`src/entity_tag_list_parser_unit_macros.svh`:
```
// ----------------------------------------------------------------------------
// Entity-tag list parser assertion macros
// Shared concurrent assertion shorthands for the parser modules.
// ----------------------------------------------------------------------------
`ifndef ENTITY_TAG_LIST_PARSER_UNIT_MACROS_SVH
`define ENTITY_TAG_LIST_PARSER_UNIT_MACROS_SVH

// same-cycle implication, disabled while reset is asserted
`define ETLP_ASSERT_IMPLY(lbl, clk, rst_n, ante, cons) \
  lbl: assert property (@(posedge clk) disable iff (!(rst_n)) (ante) |-> (cons)) \
    else $error("etlp assertion failed");

// next-cycle implication, disabled while reset is asserted
`define ETLP_ASSERT_NEXT(lbl, clk, rst_n, ante, cons) \
  lbl: assert property (@(posedge clk) disable iff (!(rst_n)) (ante) |=> (cons)) \
    else $error("etlp assertion failed");

`endif

```
`src/etlp_pkg.sv`:
```
// ----------------------------------------------------------------------------
// Entity-tag list parser package
// Shared types, character constants and the recognizer transition function.
// ----------------------------------------------------------------------------
package etlp_pkg;

  // queue between classifier and recognizer
  localparam int QUEUE_DEPTH = 2;
  localparam int QPTR_W      = (QUEUE_DEPTH > 1) ? $clog2(QUEUE_DEPTH) : 1;
  localparam int QCNT_W      = $clog2(QUEUE_DEPTH + 1);

  // character codes
  localparam logic [7:0] CH_TAB   = 8'h09;
  localparam logic [7:0] CH_SPACE = 8'h20;
  localparam logic [7:0] CH_QUOTE = 8'h22;
  localparam logic [7:0] CH_COMMA = 8'h2c;
  localparam logic [7:0] CH_STAR  = 8'h2a;
  localparam logic [7:0] CH_W     = 8'h57;
  localparam logic [7:0] CH_SLASH = 8'h2f;
  localparam logic [7:0] CH_TAG_LO = 8'h21;
  localparam logic [7:0] CH_TAG_HI = 8'h7e;

  typedef enum logic [3:0] {
    ST_DEAD           = 4'd0,
    ST_START          = 4'd1,
    ST_AFTER_COMMA    = 4'd2,
    ST_AFTER_W        = 4'd3,
    ST_AFTER_SLASH    = 4'd4,
    ST_IN_QUOTE       = 4'd5,
    ST_AFTER_TAG      = 4'd6,
    ST_AFTER_TAG_COMMA = 4'd7,
    ST_AFTER_STAR     = 4'd8
  } state_e;

  typedef enum logic [3:0] {
    CL_BAD   = 4'd0,
    CL_SPACE = 4'd1,
    CL_COMMA = 4'd2,
    CL_STAR  = 4'd3,
    CL_QUOTE = 4'd4,
    CL_W     = 4'd5,
    CL_SLASH = 4'd6,
    CL_TAGCH = 4'd7,
    CL_END   = 4'd8
  } cls_e;

  // state-independent view of one input word
  typedef struct packed {
    logic [7:0] text_byte;
    logic       end_marker;
    cls_e       base_cls;   // class as seen outside quotes
    logic       printable;  // 0x21..0x7e, not end
  } word_info_t;

  typedef struct packed {
    state_e nxt_state;
    logic   live;    // transition exists
    logic   match;   // end accepted
  } step_t;

  typedef struct packed {
    logic [7:0] tag_byte;
    logic       in_tag;
    logic       tag_complete;
    logic       field_end;
    logic       field_accepted;
    logic       rejected;
  } result_t;

  function automatic step_t step_fn(input state_e st, input cls_e cl);
    step_t r;
    r.nxt_state = ST_DEAD;
    r.live      = 1'b1;
    r.match     = 1'b0;
    case (st)
      ST_START: begin
        case (cl)
          CL_SPACE: r.nxt_state = ST_START;
          CL_COMMA: r.nxt_state = ST_AFTER_COMMA;
          CL_STAR:  r.nxt_state = ST_AFTER_STAR;
          CL_QUOTE: r.nxt_state = ST_IN_QUOTE;
          CL_W:     r.nxt_state = ST_AFTER_W;
          default:  r.live = 1'b0;
        endcase
      end
      ST_AFTER_COMMA: begin
        case (cl)
          CL_SPACE, CL_COMMA: r.nxt_state = ST_AFTER_COMMA;
          CL_QUOTE: r.nxt_state = ST_IN_QUOTE;
          CL_W:     r.nxt_state = ST_AFTER_W;
          default:  r.live = 1'b0;
        endcase
      end
      ST_AFTER_W: begin
        case (cl)
          CL_SLASH: r.nxt_state = ST_AFTER_SLASH;
          default:  r.live = 1'b0;
        endcase
      end
      ST_AFTER_SLASH: begin
        case (cl)
          CL_QUOTE: r.nxt_state = ST_IN_QUOTE;
          default:  r.live = 1'b0;
        endcase
      end
      ST_IN_QUOTE: begin
        case (cl)
          CL_QUOTE: r.nxt_state = ST_AFTER_TAG;
          CL_TAGCH: r.nxt_state = ST_IN_QUOTE;
          default:  r.live = 1'b0;
        endcase
      end
      ST_AFTER_TAG: begin
        case (cl)
          CL_SPACE: r.nxt_state = ST_AFTER_TAG;
          CL_COMMA: r.nxt_state = ST_AFTER_TAG_COMMA;
          CL_END: begin
            r.nxt_state = ST_START;
            r.match     = 1'b1;
          end
          default:  r.live = 1'b0;
        endcase
      end
      ST_AFTER_TAG_COMMA: begin
        case (cl)
          CL_SPACE, CL_COMMA: r.nxt_state = ST_AFTER_TAG_COMMA;
          CL_QUOTE: r.nxt_state = ST_IN_QUOTE;
          CL_W:     r.nxt_state = ST_AFTER_W;
          CL_END: begin
            r.nxt_state = ST_START;
            r.match     = 1'b1;
          end
          default:  r.live = 1'b0;
        endcase
      end
      ST_AFTER_STAR: begin
        case (cl)
          CL_SPACE: r.nxt_state = ST_AFTER_STAR;
          CL_END: begin
            r.nxt_state = ST_START;
            r.match     = 1'b1;
          end
          default:  r.live = 1'b0;
        endcase
      end
      default: r.live = 1'b0;  // dead
    endcase
    return r;
  endfunction

endpackage

```
`src/etlp_if.sv`:
```
// ----------------------------------------------------------------------------
// Entity-tag list parser channel interfaces
// Valid/ready channels for input words and result words.
// ----------------------------------------------------------------------------
interface etlp_in_if;
  logic       valid;
  logic       ready;
  logic [7:0] text_byte;
  logic       end_marker;

  modport source (output valid, output text_byte, output end_marker, input ready);
  modport sink   (input valid, input text_byte, input end_marker, output ready);
endinterface

interface etlp_out_if;
  logic       valid;
  logic       ready;
  logic [7:0] tag_byte;
  logic       in_tag;
  logic       tag_complete;
  logic       field_end;
  logic       field_accepted;
  logic       rejected;

  modport source (output valid, output tag_byte, output in_tag, output tag_complete,
                  output field_end, output field_accepted, output rejected,
                  input ready);
  modport sink   (input valid, input tag_byte, input in_tag, input tag_complete,
                  input field_end, input field_accepted, input rejected,
                  output ready);
endinterface

```
`src/etlp_front.sv`:
```
// ----------------------------------------------------------------------------
// Entity-tag list parser front end
// Accepts input words and classes each byte independently of parser state.
// ----------------------------------------------------------------------------
module etlp_front (
  etlp_in_if.sink              in_i,
  output logic                 push_valid_o,
  input  logic                 push_ready_i,
  output etlp_pkg::word_info_t push_data_o
);

  etlp_pkg::cls_e base_cls;

  always_comb begin
    if (in_i.end_marker) begin
      base_cls = etlp_pkg::CL_END;
    end else begin
      case (in_i.text_byte)
        etlp_pkg::CH_TAB, etlp_pkg::CH_SPACE: base_cls = etlp_pkg::CL_SPACE;
        etlp_pkg::CH_QUOTE: base_cls = etlp_pkg::CL_QUOTE;
        etlp_pkg::CH_COMMA: base_cls = etlp_pkg::CL_COMMA;
        etlp_pkg::CH_STAR:  base_cls = etlp_pkg::CL_STAR;
        etlp_pkg::CH_W:     base_cls = etlp_pkg::CL_W;
        etlp_pkg::CH_SLASH: base_cls = etlp_pkg::CL_SLASH;
        default:            base_cls = etlp_pkg::CL_BAD;
      endcase
    end
  end

  always_comb begin
    push_data_o.text_byte  = in_i.text_byte;
    push_data_o.end_marker = in_i.end_marker;
    push_data_o.base_cls   = base_cls;
    push_data_o.printable  = !in_i.end_marker &&
        (in_i.text_byte inside {[etlp_pkg::CH_TAG_LO:etlp_pkg::CH_TAG_HI]});
  end

  assign push_valid_o = in_i.valid;
  assign in_i.ready   = push_ready_i;

endmodule

```
`src/etlp_queue.sv`:
```
// ----------------------------------------------------------------------------
// Entity-tag list parser word queue
// Short FIFO decoupling the classifier from the recognizer.
// ----------------------------------------------------------------------------
`include "entity_tag_list_parser_unit_macros.svh"

module etlp_queue (
  input  logic                 clk_i,
  input  logic                 rst_ni,
  input  logic                 push_valid_i,
  output logic                 push_ready_o,
  input  etlp_pkg::word_info_t push_data_i,
  output logic                 pop_valid_o,
  input  logic                 pop_ready_i,
  output etlp_pkg::word_info_t pop_data_o
);

  localparam logic [etlp_pkg::QPTR_W-1:0] PtrLast = etlp_pkg::QPTR_W'(etlp_pkg::QUEUE_DEPTH - 1);
  localparam logic [etlp_pkg::QCNT_W-1:0] CntFull = etlp_pkg::QCNT_W'(etlp_pkg::QUEUE_DEPTH);

  etlp_pkg::word_info_t            mem_q [etlp_pkg::QUEUE_DEPTH];
  logic [etlp_pkg::QPTR_W-1:0]     wr_ptr_q, wr_ptr_d, rd_ptr_q, rd_ptr_d;
  logic [etlp_pkg::QCNT_W-1:0]     count_q, count_d;
  logic                            push_fire, pop_fire;

  assign push_ready_o = (count_q != CntFull);
  assign pop_valid_o  = (count_q != '0);
  assign pop_data_o   = mem_q[rd_ptr_q];
  assign push_fire    = push_valid_i && push_ready_o;
  assign pop_fire     = pop_valid_o && pop_ready_i;

  always_comb begin
    wr_ptr_d = wr_ptr_q;
    rd_ptr_d = rd_ptr_q;
    count_d  = count_q;
    if (push_fire) begin
      wr_ptr_d = (wr_ptr_q == PtrLast) ? '0 : wr_ptr_q + 1'b1;
    end
    if (pop_fire) begin
      rd_ptr_d = (rd_ptr_q == PtrLast) ? '0 : rd_ptr_q + 1'b1;
    end
    if (push_fire && !pop_fire) begin
      count_d = count_q + 1'b1;
    end else if (pop_fire && !push_fire) begin
      count_d = count_q - 1'b1;
    end
  end

  always_ff @(posedge clk_i or negedge rst_ni) begin
    if (!rst_ni) begin
      wr_ptr_q <= '0;
      rd_ptr_q <= '0;
      count_q  <= '0;
    end else begin
      wr_ptr_q <= wr_ptr_d;
      rd_ptr_q <= rd_ptr_d;
      count_q  <= count_d;
    end
  end

  always_ff @(posedge clk_i) begin
    if (push_fire) begin
      mem_q[wr_ptr_q] <= push_data_i;
    end
  end

  `ETLP_ASSERT_IMPLY(a_count_bound, clk_i, rst_ni, 1'b1, count_q <= CntFull)
  `ETLP_ASSERT_NEXT(a_push_only_grows, clk_i, rst_ni, push_fire && !pop_fire, count_q == $past(count_q) + 1'b1)
  `ETLP_ASSERT_NEXT(a_pop_only_shrinks, clk_i, rst_ni, pop_fire && !push_fire, count_q == $past(count_q) - 1'b1)

endmodule

```
`src/etlp_back.sv`:
```
// ----------------------------------------------------------------------------
// Entity-tag list parser recognizer
// Resolves quote-dependent class, steps the state table, registers the result.
// ----------------------------------------------------------------------------
`include "entity_tag_list_parser_unit_macros.svh"

module etlp_back (
  input  logic                 clk_i,
  input  logic                 rst_ni,
  input  logic                 pop_valid_i,
  output logic                 pop_ready_o,
  input  etlp_pkg::word_info_t pop_data_i,
  etlp_out_if.source           out_o
);

  etlp_pkg::state_e  state_q, state_d;
  etlp_pkg::cls_e    cls;
  etlp_pkg::step_t   step;
  etlp_pkg::result_t res, res_q;
  logic              out_valid_q, out_valid_d;
  logic              fire;

  assign pop_ready_o = !out_valid_q || out_o.ready;
  assign fire        = pop_valid_i && pop_ready_o;

  // inside quotes any printable except the quote itself is a tag character
  always_comb begin
    cls = pop_data_i.base_cls;
    if (state_q == etlp_pkg::ST_IN_QUOTE && pop_data_i.printable &&
        pop_data_i.base_cls != etlp_pkg::CL_QUOTE) begin
      cls = etlp_pkg::CL_TAGCH;
    end
  end

  assign step = etlp_pkg::step_fn(state_q, cls);

  always_comb begin
    res.in_tag = step.live && (cls inside {etlp_pkg::CL_STAR, etlp_pkg::CL_QUOTE,
        etlp_pkg::CL_W, etlp_pkg::CL_SLASH, etlp_pkg::CL_TAGCH});
    res.tag_byte = res.in_tag ? pop_data_i.text_byte : 8'h00;
    res.tag_complete = step.live &&
        (state_q inside {etlp_pkg::ST_AFTER_TAG, etlp_pkg::ST_AFTER_STAR}) &&
        (cls inside {etlp_pkg::CL_COMMA, etlp_pkg::CL_END});
    res.field_end      = pop_data_i.end_marker;
    res.field_accepted = pop_data_i.end_marker && step.match;
    res.rejected       = pop_data_i.end_marker ? !step.match : !step.live;
  end

  always_comb begin
    state_d     = state_q;
    out_valid_d = out_valid_q;
    if (fire) begin
      out_valid_d = 1'b1;
      if (pop_data_i.end_marker) begin
        state_d = etlp_pkg::ST_START;
      end else if (step.live) begin
        state_d = step.nxt_state;
      end else begin
        state_d = etlp_pkg::ST_DEAD;
      end
    end else if (out_o.ready) begin
      out_valid_d = 1'b0;
    end
  end

  always_ff @(posedge clk_i or negedge rst_ni) begin
    if (!rst_ni) begin
      state_q     <= etlp_pkg::ST_START;
      out_valid_q <= 1'b0;
    end else begin
      state_q     <= state_d;
      out_valid_q <= out_valid_d;
    end
  end

  always_ff @(posedge clk_i) begin
    if (fire) begin
      res_q <= res;
    end
  end

  assign out_o.valid          = out_valid_q;
  assign out_o.tag_byte       = res_q.tag_byte;
  assign out_o.in_tag         = res_q.in_tag;
  assign out_o.tag_complete   = res_q.tag_complete;
  assign out_o.field_end      = res_q.field_end;
  assign out_o.field_accepted = res_q.field_accepted;
  assign out_o.rejected       = res_q.rejected;

  `ETLP_ASSERT_NEXT(a_end_restarts, clk_i, rst_ni, fire && pop_data_i.end_marker, state_q == etlp_pkg::ST_START)
  `ETLP_ASSERT_IMPLY(a_end_verdict, clk_i, rst_ni, out_valid_q && res_q.field_end, res_q.field_accepted != res_q.rejected)
  `ETLP_ASSERT_IMPLY(a_accept_on_end, clk_i, rst_ni, out_valid_q && res_q.field_accepted, res_q.field_end)
  `ETLP_ASSERT_NEXT(a_stall_holds, clk_i, rst_ni, out_valid_q && !out_o.ready, out_valid_q && $stable(res_q))

endmodule

```
`src/entity_tag_list_parser_unit.sv`:
```
// ----------------------------------------------------------------------------
// Entity-tag list parser unit
// Streaming recognizer for an HTTP entity-tag list header field.
// ----------------------------------------------------------------------------
// Feed the field one byte per word on in_i, then one word with end_marker set;
// every word gives exactly one result word on out_o. While the output is not
// stalled, the unit sustains one word per clock in both directions. An input
// word is registered into the two-word queue, then the recognizer step into
// the output register, which drives out_o. The rate is set by the state
// register loop in the recognizer: class resolution plus one table step.
// Either side may stall on its own: the queue absorbs input while the output
// is held, and the output register keeps a result until it is taken.
// in_tag marks bytes that form tag text (quote, W, slash, star, tag
// characters); tag_byte echoes them and is zero otherwise. tag_complete
// flags the comma or end marker that closes a tag or star. A bad byte sets
// rejected and the parser stays dead until the end marker, whose result
// carries field_end and the field_accepted verdict; parsing then restarts.
// ----------------------------------------------------------------------------
module entity_tag_list_parser_unit (
  input  logic       clk_i,
  input  logic       rst_ni,
  etlp_in_if.sink    in_i,
  etlp_out_if.source out_o
);

  // classifier -> queue
  logic                 push_valid, push_ready;
  etlp_pkg::word_info_t push_data;
  // queue -> recognizer
  logic                 pop_valid, pop_ready;
  etlp_pkg::word_info_t pop_data;

  // front: byte classes that do not depend on parser state
  etlp_front u_front (
    .in_i         (in_i),
    .push_valid_o (push_valid),
    .push_ready_i (push_ready),
    .push_data_o  (push_data)
  );

  // short queue lets input keep flowing while the output stalls
  etlp_queue u_queue (
    .clk_i        (clk_i),
    .rst_ni       (rst_ni),
    .push_valid_i (push_valid),
    .push_ready_o (push_ready),
    .push_data_i  (push_data),
    .pop_valid_o  (pop_valid),
    .pop_ready_i  (pop_ready),
    .pop_data_o   (pop_data)
  );

  // back: quote-aware class, state step, registered result
  etlp_back u_back (
    .clk_i       (clk_i),
    .rst_ni      (rst_ni),
    .pop_valid_i (pop_valid),
    .pop_ready_o (pop_ready),
    .pop_data_i  (pop_data),
    .out_o       (out_o)
  );

endmodule
```
`src/flat_wrapper.sv`:
```
// flat-port wrapper written by rule: the top's interface ports become plain ports
module entity_tag_list_parser_unit_flat 
  (clk_i, rst_ni, in_i_valid, in_i_text_byte, in_i_end_marker, in_i_ready, out_o_valid, out_o_tag_byte, out_o_in_tag, out_o_tag_complete, out_o_field_end, out_o_field_accepted, out_o_rejected, out_o_ready);
  etlp_in_if in_i_i ();
  etlp_out_if out_o_i ();
  input  logic clk_i;
  input  logic rst_ni;
  input wire logic [$bits(in_i_i.valid)-1:0] in_i_valid;
  input wire logic [$bits(in_i_i.text_byte)-1:0] in_i_text_byte;
  input wire logic [$bits(in_i_i.end_marker)-1:0] in_i_end_marker;
  output wire logic [$bits(in_i_i.ready)-1:0] in_i_ready;
  output wire logic [$bits(out_o_i.valid)-1:0] out_o_valid;
  output wire logic [$bits(out_o_i.tag_byte)-1:0] out_o_tag_byte;
  output wire logic [$bits(out_o_i.in_tag)-1:0] out_o_in_tag;
  output wire logic [$bits(out_o_i.tag_complete)-1:0] out_o_tag_complete;
  output wire logic [$bits(out_o_i.field_end)-1:0] out_o_field_end;
  output wire logic [$bits(out_o_i.field_accepted)-1:0] out_o_field_accepted;
  output wire logic [$bits(out_o_i.rejected)-1:0] out_o_rejected;
  input wire logic [$bits(out_o_i.ready)-1:0] out_o_ready;
  assign in_i_i.valid = in_i_valid;
  assign in_i_i.text_byte = in_i_text_byte;
  assign in_i_i.end_marker = in_i_end_marker;
  assign in_i_ready = in_i_i.ready;
  assign out_o_valid = out_o_i.valid;
  assign out_o_tag_byte = out_o_i.tag_byte;
  assign out_o_in_tag = out_o_i.in_tag;
  assign out_o_tag_complete = out_o_i.tag_complete;
  assign out_o_field_end = out_o_i.field_end;
  assign out_o_field_accepted = out_o_i.field_accepted;
  assign out_o_rejected = out_o_i.rejected;
  assign out_o_i.ready = out_o_ready;
  entity_tag_list_parser_unit u_core (.clk_i(clk_i), .rst_ni(rst_ni), .in_i(in_i_i), .out_o(out_o_i));
endmodule
```
`config.mk`:
```
export PLATFORM = sky130hd
export DESIGN_NAME = entity_tag_list_parser_unit_flat
export DESIGN_NICKNAME = d
export VERILOG_FILES = /design/src/etlp_pkg.sv /design/src/etlp_if.sv /design/src/etlp_front.sv /design/src/etlp_queue.sv /design/src/etlp_back.sv /design/src/entity_tag_list_parser_unit.sv /design/src/flat_wrapper.sv
export VERILOG_INCLUDE_DIRS = /design/src /design/src/src
export SDC_FILE = /design/constraint.sdc
export NUM_CORES = 1
export LEC_CHECK = 0
export BUFFER_PORTS_ARGS = -buffer_cell sky130_fd_sc_hd__buf_2
export CAP_MARGIN = 20
export CORE_MARGIN = 5
export CORE_UTILIZATION = 30
export DETAILED_ROUTE_END_ITERATION = 6
export MAX_ROUTING_LAYER = met4
export PLACE_DENSITY = 0.46
export SKIP_CTS_REPAIR_TIMING = 1
export SYNTH_ARGS = -nofsm -noshare
export SYNTH_HDL_FRONTEND = slang
export SYNTH_SLANG_ARGS = --single-unit
```
`constraint.sdc`:
```
create_clock -name clk_i -period 4.9 [get_ports clk_i]
set_input_delay 0.98 -clock clk_i [delete_from_list [all_inputs] [get_ports clk_i]]
set_output_delay 0.98 -clock clk_i [all_outputs]
set_load 0.1 [all_outputs]
```
* After elaboration in Yosys (flattened, before gate mapping)
Memories as Yosys holds them, arrays and structs flattened. Cells that the tools add are included.
Word-level totals: flip-flop bits (word level) 22, RAM bits 28, bits of input ports 13, output and inout port bits 15, memories 1
Memories:
- u_core.u_queue.mem_q | words 2, width 14, read ports 1, clocked after memory_dff 0, write ports 1, line etlp_queue.sv:21 | etlp_pkg::word_info_t mem_q [etlp_pkg::QUEUE_DEPTH];
Cells by class: add/subtract/negate cells 4, magnitude comparators 2, eq/ne operators 25, mux-type cells 34, reductions and logical operators 34
Operators with widths (number):
- $eq A8 B6 Y1 const B | 5
- $eq A4 B3 Y1 const B | 8
- $pmux W4 S8 | 1
- $pmux W4 S5 | 1
- $pmux W3 S3 | 2
- $pmux W3 S6 | 1
- $mux W1 | 17
- $eq A4 B2 Y1 const B | 4
- $mux W4 | 4
- $logic_and A1 B1 Y1 | 12
- $pmux W3 S4 | 1
- $reduce_bool A2 Y1 | 5
- $reduce_or A5 Y1 | 2
- $eq A4 B1 Y1 const B | 2
- $eq A4 B4 Y1 const B | 2
- $eq A8 B4 Y1 const B | 1
- $eq A8 B7 Y1 const B | 1
- $ge A8 B6 Y1 const B | 1
- $le A8 B7 Y1 const B | 1
- $pmux W1 S8 | 1
- $pmux W4 S2 | 1
- $reduce_or A2 Y1 | 4
- $logic_not A1 Y1 | 6
- $mux W3 | 2
- other kinds (11) | 14

* Longest topological paths before layout
word-level depth 10, mapped depth 8, mapped depth without buffers 7

* Modules after synthesis
A second synthesis with hierarchy kept.
Second synthesis, totals: cell total of the unflattened synthesis 224, area, all modules 2745.1 um^2
Modules (own cells, without submodules):
- etlp_queue | times used 1, cells each 62, area each 1270.0 um^2
- etlp_back | times used 1, cells each 121, area each 1197.4 um^2
- etlp_front | times used 1, cells each 41, area each 277.8 um^2

* Worst setup path before layout
Ideal clock, no wire load.
path type reg2reg, start reg u_core.u_queue.count_q[0] (netlist name), end mem u_core.u_queue.mem_q[0][0] (netlist name) (enable), arrival 2.179 ns, required time 4.518 ns, setup slack 2.338 ns, stages on the path, launching flop included 5, path through dfrtp_1 > clkbuf_1 > nand2b_1 > nand2_1 > nor2_1
Between the ends: cells in the longest elaborated chain, start to end 4
Ends and longest elaborated chain:
- from (decl) | line etlp_queue.sv:23 | logic [etlp_pkg::QCNT_W-1:0] count_q, count_d;
- from (signal assigned) | line etlp_queue.sv:57 | count_q <= count_d;
- $ne A2 B2 Y1 | line etlp_queue.sv:26 | assign push_ready_o = (count_q != CntFull);
- net in_i_ready | line flat_wrapper.sv:11 | output wire logic [$bits(in_i_i.ready)-1:0] in_i_ready;
- $logic_and A1 B1 Y1 | line etlp_queue.sv:29 | assign push_fire = push_valid_i && push_ready_o;
- $mux W1 | line etlp_queue.sv:62 | if (push_fire) begin
- $mux W1 (implied by the code) | line etlp_queue.sv:63 | mem_q[wr_ptr_q] <= push_data_i;
- to (decl) | line etlp_queue.sv:21
The timed path passes the listed nets, and every way through them passes these cells.

* Worst setup path after layout
start reg u_core.u_queue.rd_ptr_q, end reg u_core.u_back.res_q, in the netlist u_core.u_back.out_o.tag_byte[6], data pin
Between the ends: cells in the longest elaborated chain, start to end 9
Ends and longest elaborated chain:
- from (decl) | line etlp_queue.sv:22 | logic [etlp_pkg::QPTR_W-1:0] wr_ptr_q, wr_ptr_d, rd_ptr_q, rd_ptr_d;
- from (signal assigned) | line etlp_queue.sv:56 | rd_ptr_q <= rd_ptr_d;
- $mem_v2 Z2 W14 (*)
- $ne A4 B3 Y1 / $logic_and A1 B1 Y1 (equally long branches) | line etlp_back.sv:30, etlp_back.sv:29
- $logic_and A1 B1 Y1 | line etlp_back.sv:29 | if (state_q == etlp_pkg::ST_IN_QUOTE && pop_data_i.printable &&
- $mux W4 | line etlp_back.sv:29
- $eq A4 B3 Y1, or another cell as far along
- $reduce_or A5 Y1 (no source line), or another cell as far along
- $mux W1, or another cell as far along | line etlp_pkg.sv:125 | case (cl)
- $pmux W1 S8 | line etlp_pkg.sv:75 | case (st)
- $logic_and A1 B1 Y1 | line etlp_back.sv:38 | res.in_tag = step.live && (cls inside {etlp_pkg::CL_STAR, etlp_pkg::CL_QUOTE,
- to (signal assigned) | line etlp_back.sv:78 | res_q <= res;
- to (decl) | line etlp_back.sv:19 | etlp_pkg::result_t res, res_q;
Every way passes the cells marked *; elsewhere a longest branch is shown, timed or not. A chain may end at the register's enable or synchronous reset.

==> impl_metrics.env <==
export IMPL_status="finished clean"
export IMPL_synth_seq_cells=48
export IMPL_die_y_um=102
export IMPL_cp_slowest_cell="dfrtp_1"
export IMPL_detail_route_vias_per_cell=5.09
export IMPL_layout_nets=261
export IMPL_fin_crit_ns=2.70
export IMPL_setup_viol=0
export IMPL_boundaryPins=28
export IMPL_cp_cell_sequence="buf_4, mux2i_1, o22ai_2, nor2_1, o32a_1, o31ai_4, nor2_1"
export IMPL_yosys_warnings=0
export IMPL_cts_sinks=48
export IMPL_grt_max_degree=24
export IMPL_hold_ws_ns=0.495
export IMPL_synth_top_cell_area_share=0.461
export IMPL_hold_path_class="register to register"
export IMPL_clk_latency_ns=0.30
export IMPL_powerDensity_mw_per_mm2=662
export IMPL_postRouteAntennaNets=0
export IMPL_dieArea_mm2=0.0104
export IMPL_start_util=0.309
export IMPL_syn_num_nets=235
export IMPL_portBuffers=27
export IMPL_tns_ns=0
export IMPL_first_global_vias=1691
export IMPL_fillers=831
export IMPL_cts_tree="done"
export IMPL_hold_viol=0
export IMPL_wl_mm=5.40
export IMPL_synth_top_area_cell="edfxtp_1"
export IMPL_crit_arrival_ns=2.75
export IMPL_cts_inserted_buffers=5
export IMPL_drt_initial_drc_count=102
export IMPL_finalCritPeriodShare=0.551
export IMPL_area_growth_pct=13.8
export IMPL_drt_first_pass_iters=4
export IMPL_clk_pin_slew_ns=0.09
export IMPL_hpwl_mm=3.92
export IMPL_worst_ep_required_time_ns=4.95
export IMPL_dieWidth_um=102
export IMPL_clockBufferDepth=2
export IMPL_gp_congestion=0.832
export IMPL_vdd_drop_max_uv=173
export IMPL_fmax_ghz=0.370
export IMPL_avgSynthCellArea_um2=11.5
export IMPL_syn_inst=221
export IMPL_synth_area_leaders="edfxtp_1 (46%), dfrtp_1 (7.9%), mux2i_1 (4.7%)"
export IMPL_cp_start_kind="register"
export IMPL_end_kind="register"
export IMPL_critPathMostFrequentCell="nor2_1"
export IMPL_diodes=0
export IMPL_drv_slew=0
export IMPL_design_core_area_mm2=0.00822
export IMPL_worstSetupPathType="register to register"
export IMPL_overflow=0
export IMPL_vias=1797
export IMPL_finClkSkew_ns=0.00447
export IMPL_antenna_found_initial=0
export IMPL_drive_gt1_frac=0.185
export IMPL_rsz0062_at_grt="false"
export IMPL_wire_per_inst_um=15.3
export IMPL_synthFlopType="edfxtp_1"
export IMPL_grt_use_total=0.110
export IMPL_synth_area_mm2=0.00254
export IMPL_maxCapViolations=0
export IMPL_h_tree_depth=2
export IMPL_synth_cell_types=58
export IMPL_p_leak_nw=1.08
export IMPL_rows=33
export IMPL_synth_edf_count=39
export IMPL_tightest_slew_ns=0.661
export IMPL_slowest_delay_ns=0.52
export IMPL_drc=0
export IMPL_ys_seq_area_frac=0.551
export IMPL_cp_max_fo=23
export IMPL_slew_headroom=0.556
export IMPL_cts_root_buf="clkbuf_8"
export IMPL_grt_pass1_wl_mm=8.53
export IMPL_synthArstFlopShare=0.188
## layout by cell type, fill, tap and decap left out, types with 2 or more instances in the layout
master / n
o2111ai_1: 2
clkbuf_8: 5
and3b_1: 3
o32a_1: 2
and2_1: 3
xor2_1: 5
edfxtp_1: 39
nor4_1: 2
xnor2_1: 7
nor2_1: 26
a31oi_1: 3
bufinv_16: 2
buf_4: 2
mux2i_1: 12
nand3_1: 6
o22ai_1: 2
buf_2: 27
nand2_1: 12
inv_1: 7
a21oi_1: 10
nand3b_1: 2
o21ai_0: 7
nor4b_1: 3
a211oi_1: 2
or3b_2: 2
nor3b_1: 6
or3_1: 2
nand2b_1: 5
nor3_1: 7
dfrtp_1: 8
## metrics by stage
stage | instance area [um^2] | setup slack (ns) | power, mW | utilization | std cells
2_1_floorplan | 2540 | 2.34 | 1.43 | - | 221
3_3_place_gp | 2750 | 2.26 | 1.59 | 0.335 | 345
3_5_place_dp | 2750 | 2.23 | 1.58 | 0.335 | 345
4_1_cts | 2890 | 2.21 | 1.93 | 0.352 | 353
5_1_grt | 2890 | 2.02 | 2.01 | 0.352 | 353
6_report | 2890 | 2.20 | 1.91 | 0.352 | 353
## registers in the layout, summed over array words and instances, names as in the netlist
| register | count |
|---|---|
| u_core.u_queue.count_q | 2 |
| u_core.u_back.out_o.rejected | 1 |
| u_core.u_queue.rd_ptr_q | 1 |
| u_core.u_back.out_o.in_tag | 1 |
| u_core.u_queue.wr_ptr_q | 1 |
| u_core.u_back.out_o.field_end | 1 |
| u_core.u_back.out_o.field_accepted | 1 |
| u_core.u_queue.mem_q | 26 |
| u_core.u_back.out_o.valid | 1 |
| u_core.u_back.state_q | 4 |
| u_core.u_back.out_o.tag_byte | 8 |
| u_core.u_back.out_o.tag_complete | 1 |
## power breakdown
| part | internal [mW] | leakage (nW) | switching [mW] | total (mW) |
|---|---|---|---|---|
| sequential | 0.592 | 0.479 | 0.106 | 0.698 |
| clock | 0.206 | 0.0687 | 0.143 | 0.348 |
| combinational | 0.230 | 0.529 | 0.636 | 0.866 |
| total | 1.03 | 1.08 | 0.885 | 1.91 |
## Yosys cell counts, types with 2 or more instances
cell	number
inv_1	7
nor2_1	26
xnor2_1	7
or3b_2	2
edfxtp_1	39
nor4_1	2
and3b_1	3
o2111ai_1	2
clkbuf_1	4
o21ai_0	7
nand3b_1	2
a31oi_1	3
xor2_1	5
mux2i_1	12
nand2_1	12
dfrtp_1	8
nor3_1	7
buf_2	2
nand2b_1	5
o22ai_1	2
nor3b_1	6
nand3_1	6
and2_1	3
a21oi_1	10
nor4b_1	3
or3_1	2
o32a_1	2
a211oi_1	2
## critical path, delay by kind of cell, from the launching register on
kind	cells	cell delay, ns
muxes	1	0.20
DFF	1	0.52
AOI/OAI and AO/OA	3	1.17
buffers and inverters	1	0.35
and+or+nand+nor	2	0.21
## final cells by class
class                   count  area [um^2]  area share
repair buffers             29          150      0.0519
multi-input cells         156         1050       0.362
well taps                 105          131      0.0455
flip-flops and latches     48         1400       0.484
clock inverters             3         68.8      0.0238
clock buffers               5         68.8      0.0238
inverters                   7         26.3     0.00909
## routing by layer
layer | share of wire | up-vias | routed length (um) | GRT usage
li1 | - | 879 | - | -
met2 | 0.45 | 42 | 2440 | 0.159
met4 | 0.022 | 0 | 118 | 0.0474
met1 | 0.49 | 868 | 2640 | 0.148
met5 | 0 | - | 0 | -
met3 | 0.037 | 8 | 199 | 0.0232
## kinds of logic (layout without fill, tap and decap cells)
kind of cell / after synthesis / count (layout) / share of synthesized area
and+or+nand+nor: 87 / 87 / 0.190
DFF: 48 / 48 / 0.551
AOI/OAI and AO/OA: 43 / 43 / 0.124
buffers and inverters: 17 / 44 / 0.0370
muxes: 13 / 13 / 0.0518
xor gates and xnor gates: 12 / 12 / 0.0414
adders and majority gates: 1 / 1 / 0.00493
## worst paths after layout
| check | cells past startpoint | to | slack (ns) | from |
|---|---|---|---|---|
| setup / recovery | 7 | u_core.u_back.out_o.tag_byte[6] | 2.20 | u_core.u_queue.rd_ptr_q |
| hold / removal | 1 | u_core.u_queue.wr_ptr_q | 0.50 | u_core.u_queue.wr_ptr_q |
| setup reg to reg | 7 | u_core.u_back.out_o.tag_byte[6] | 2.20 | u_core.u_queue.rd_ptr_q |
| hold reg to reg | 1 | u_core.u_queue.wr_ptr_q | 0.50 | u_core.u_queue.wr_ptr_q |
| max in group asynchronous | 1 | u_core.u_back.state_q[0] | 4.14 | rst_ni |
| min in group asynchronous | 1 | u_core.u_back.state_q[2] | 0.51 | rst_ni |
Note: power is estimated with default switching activity, not from simulation.
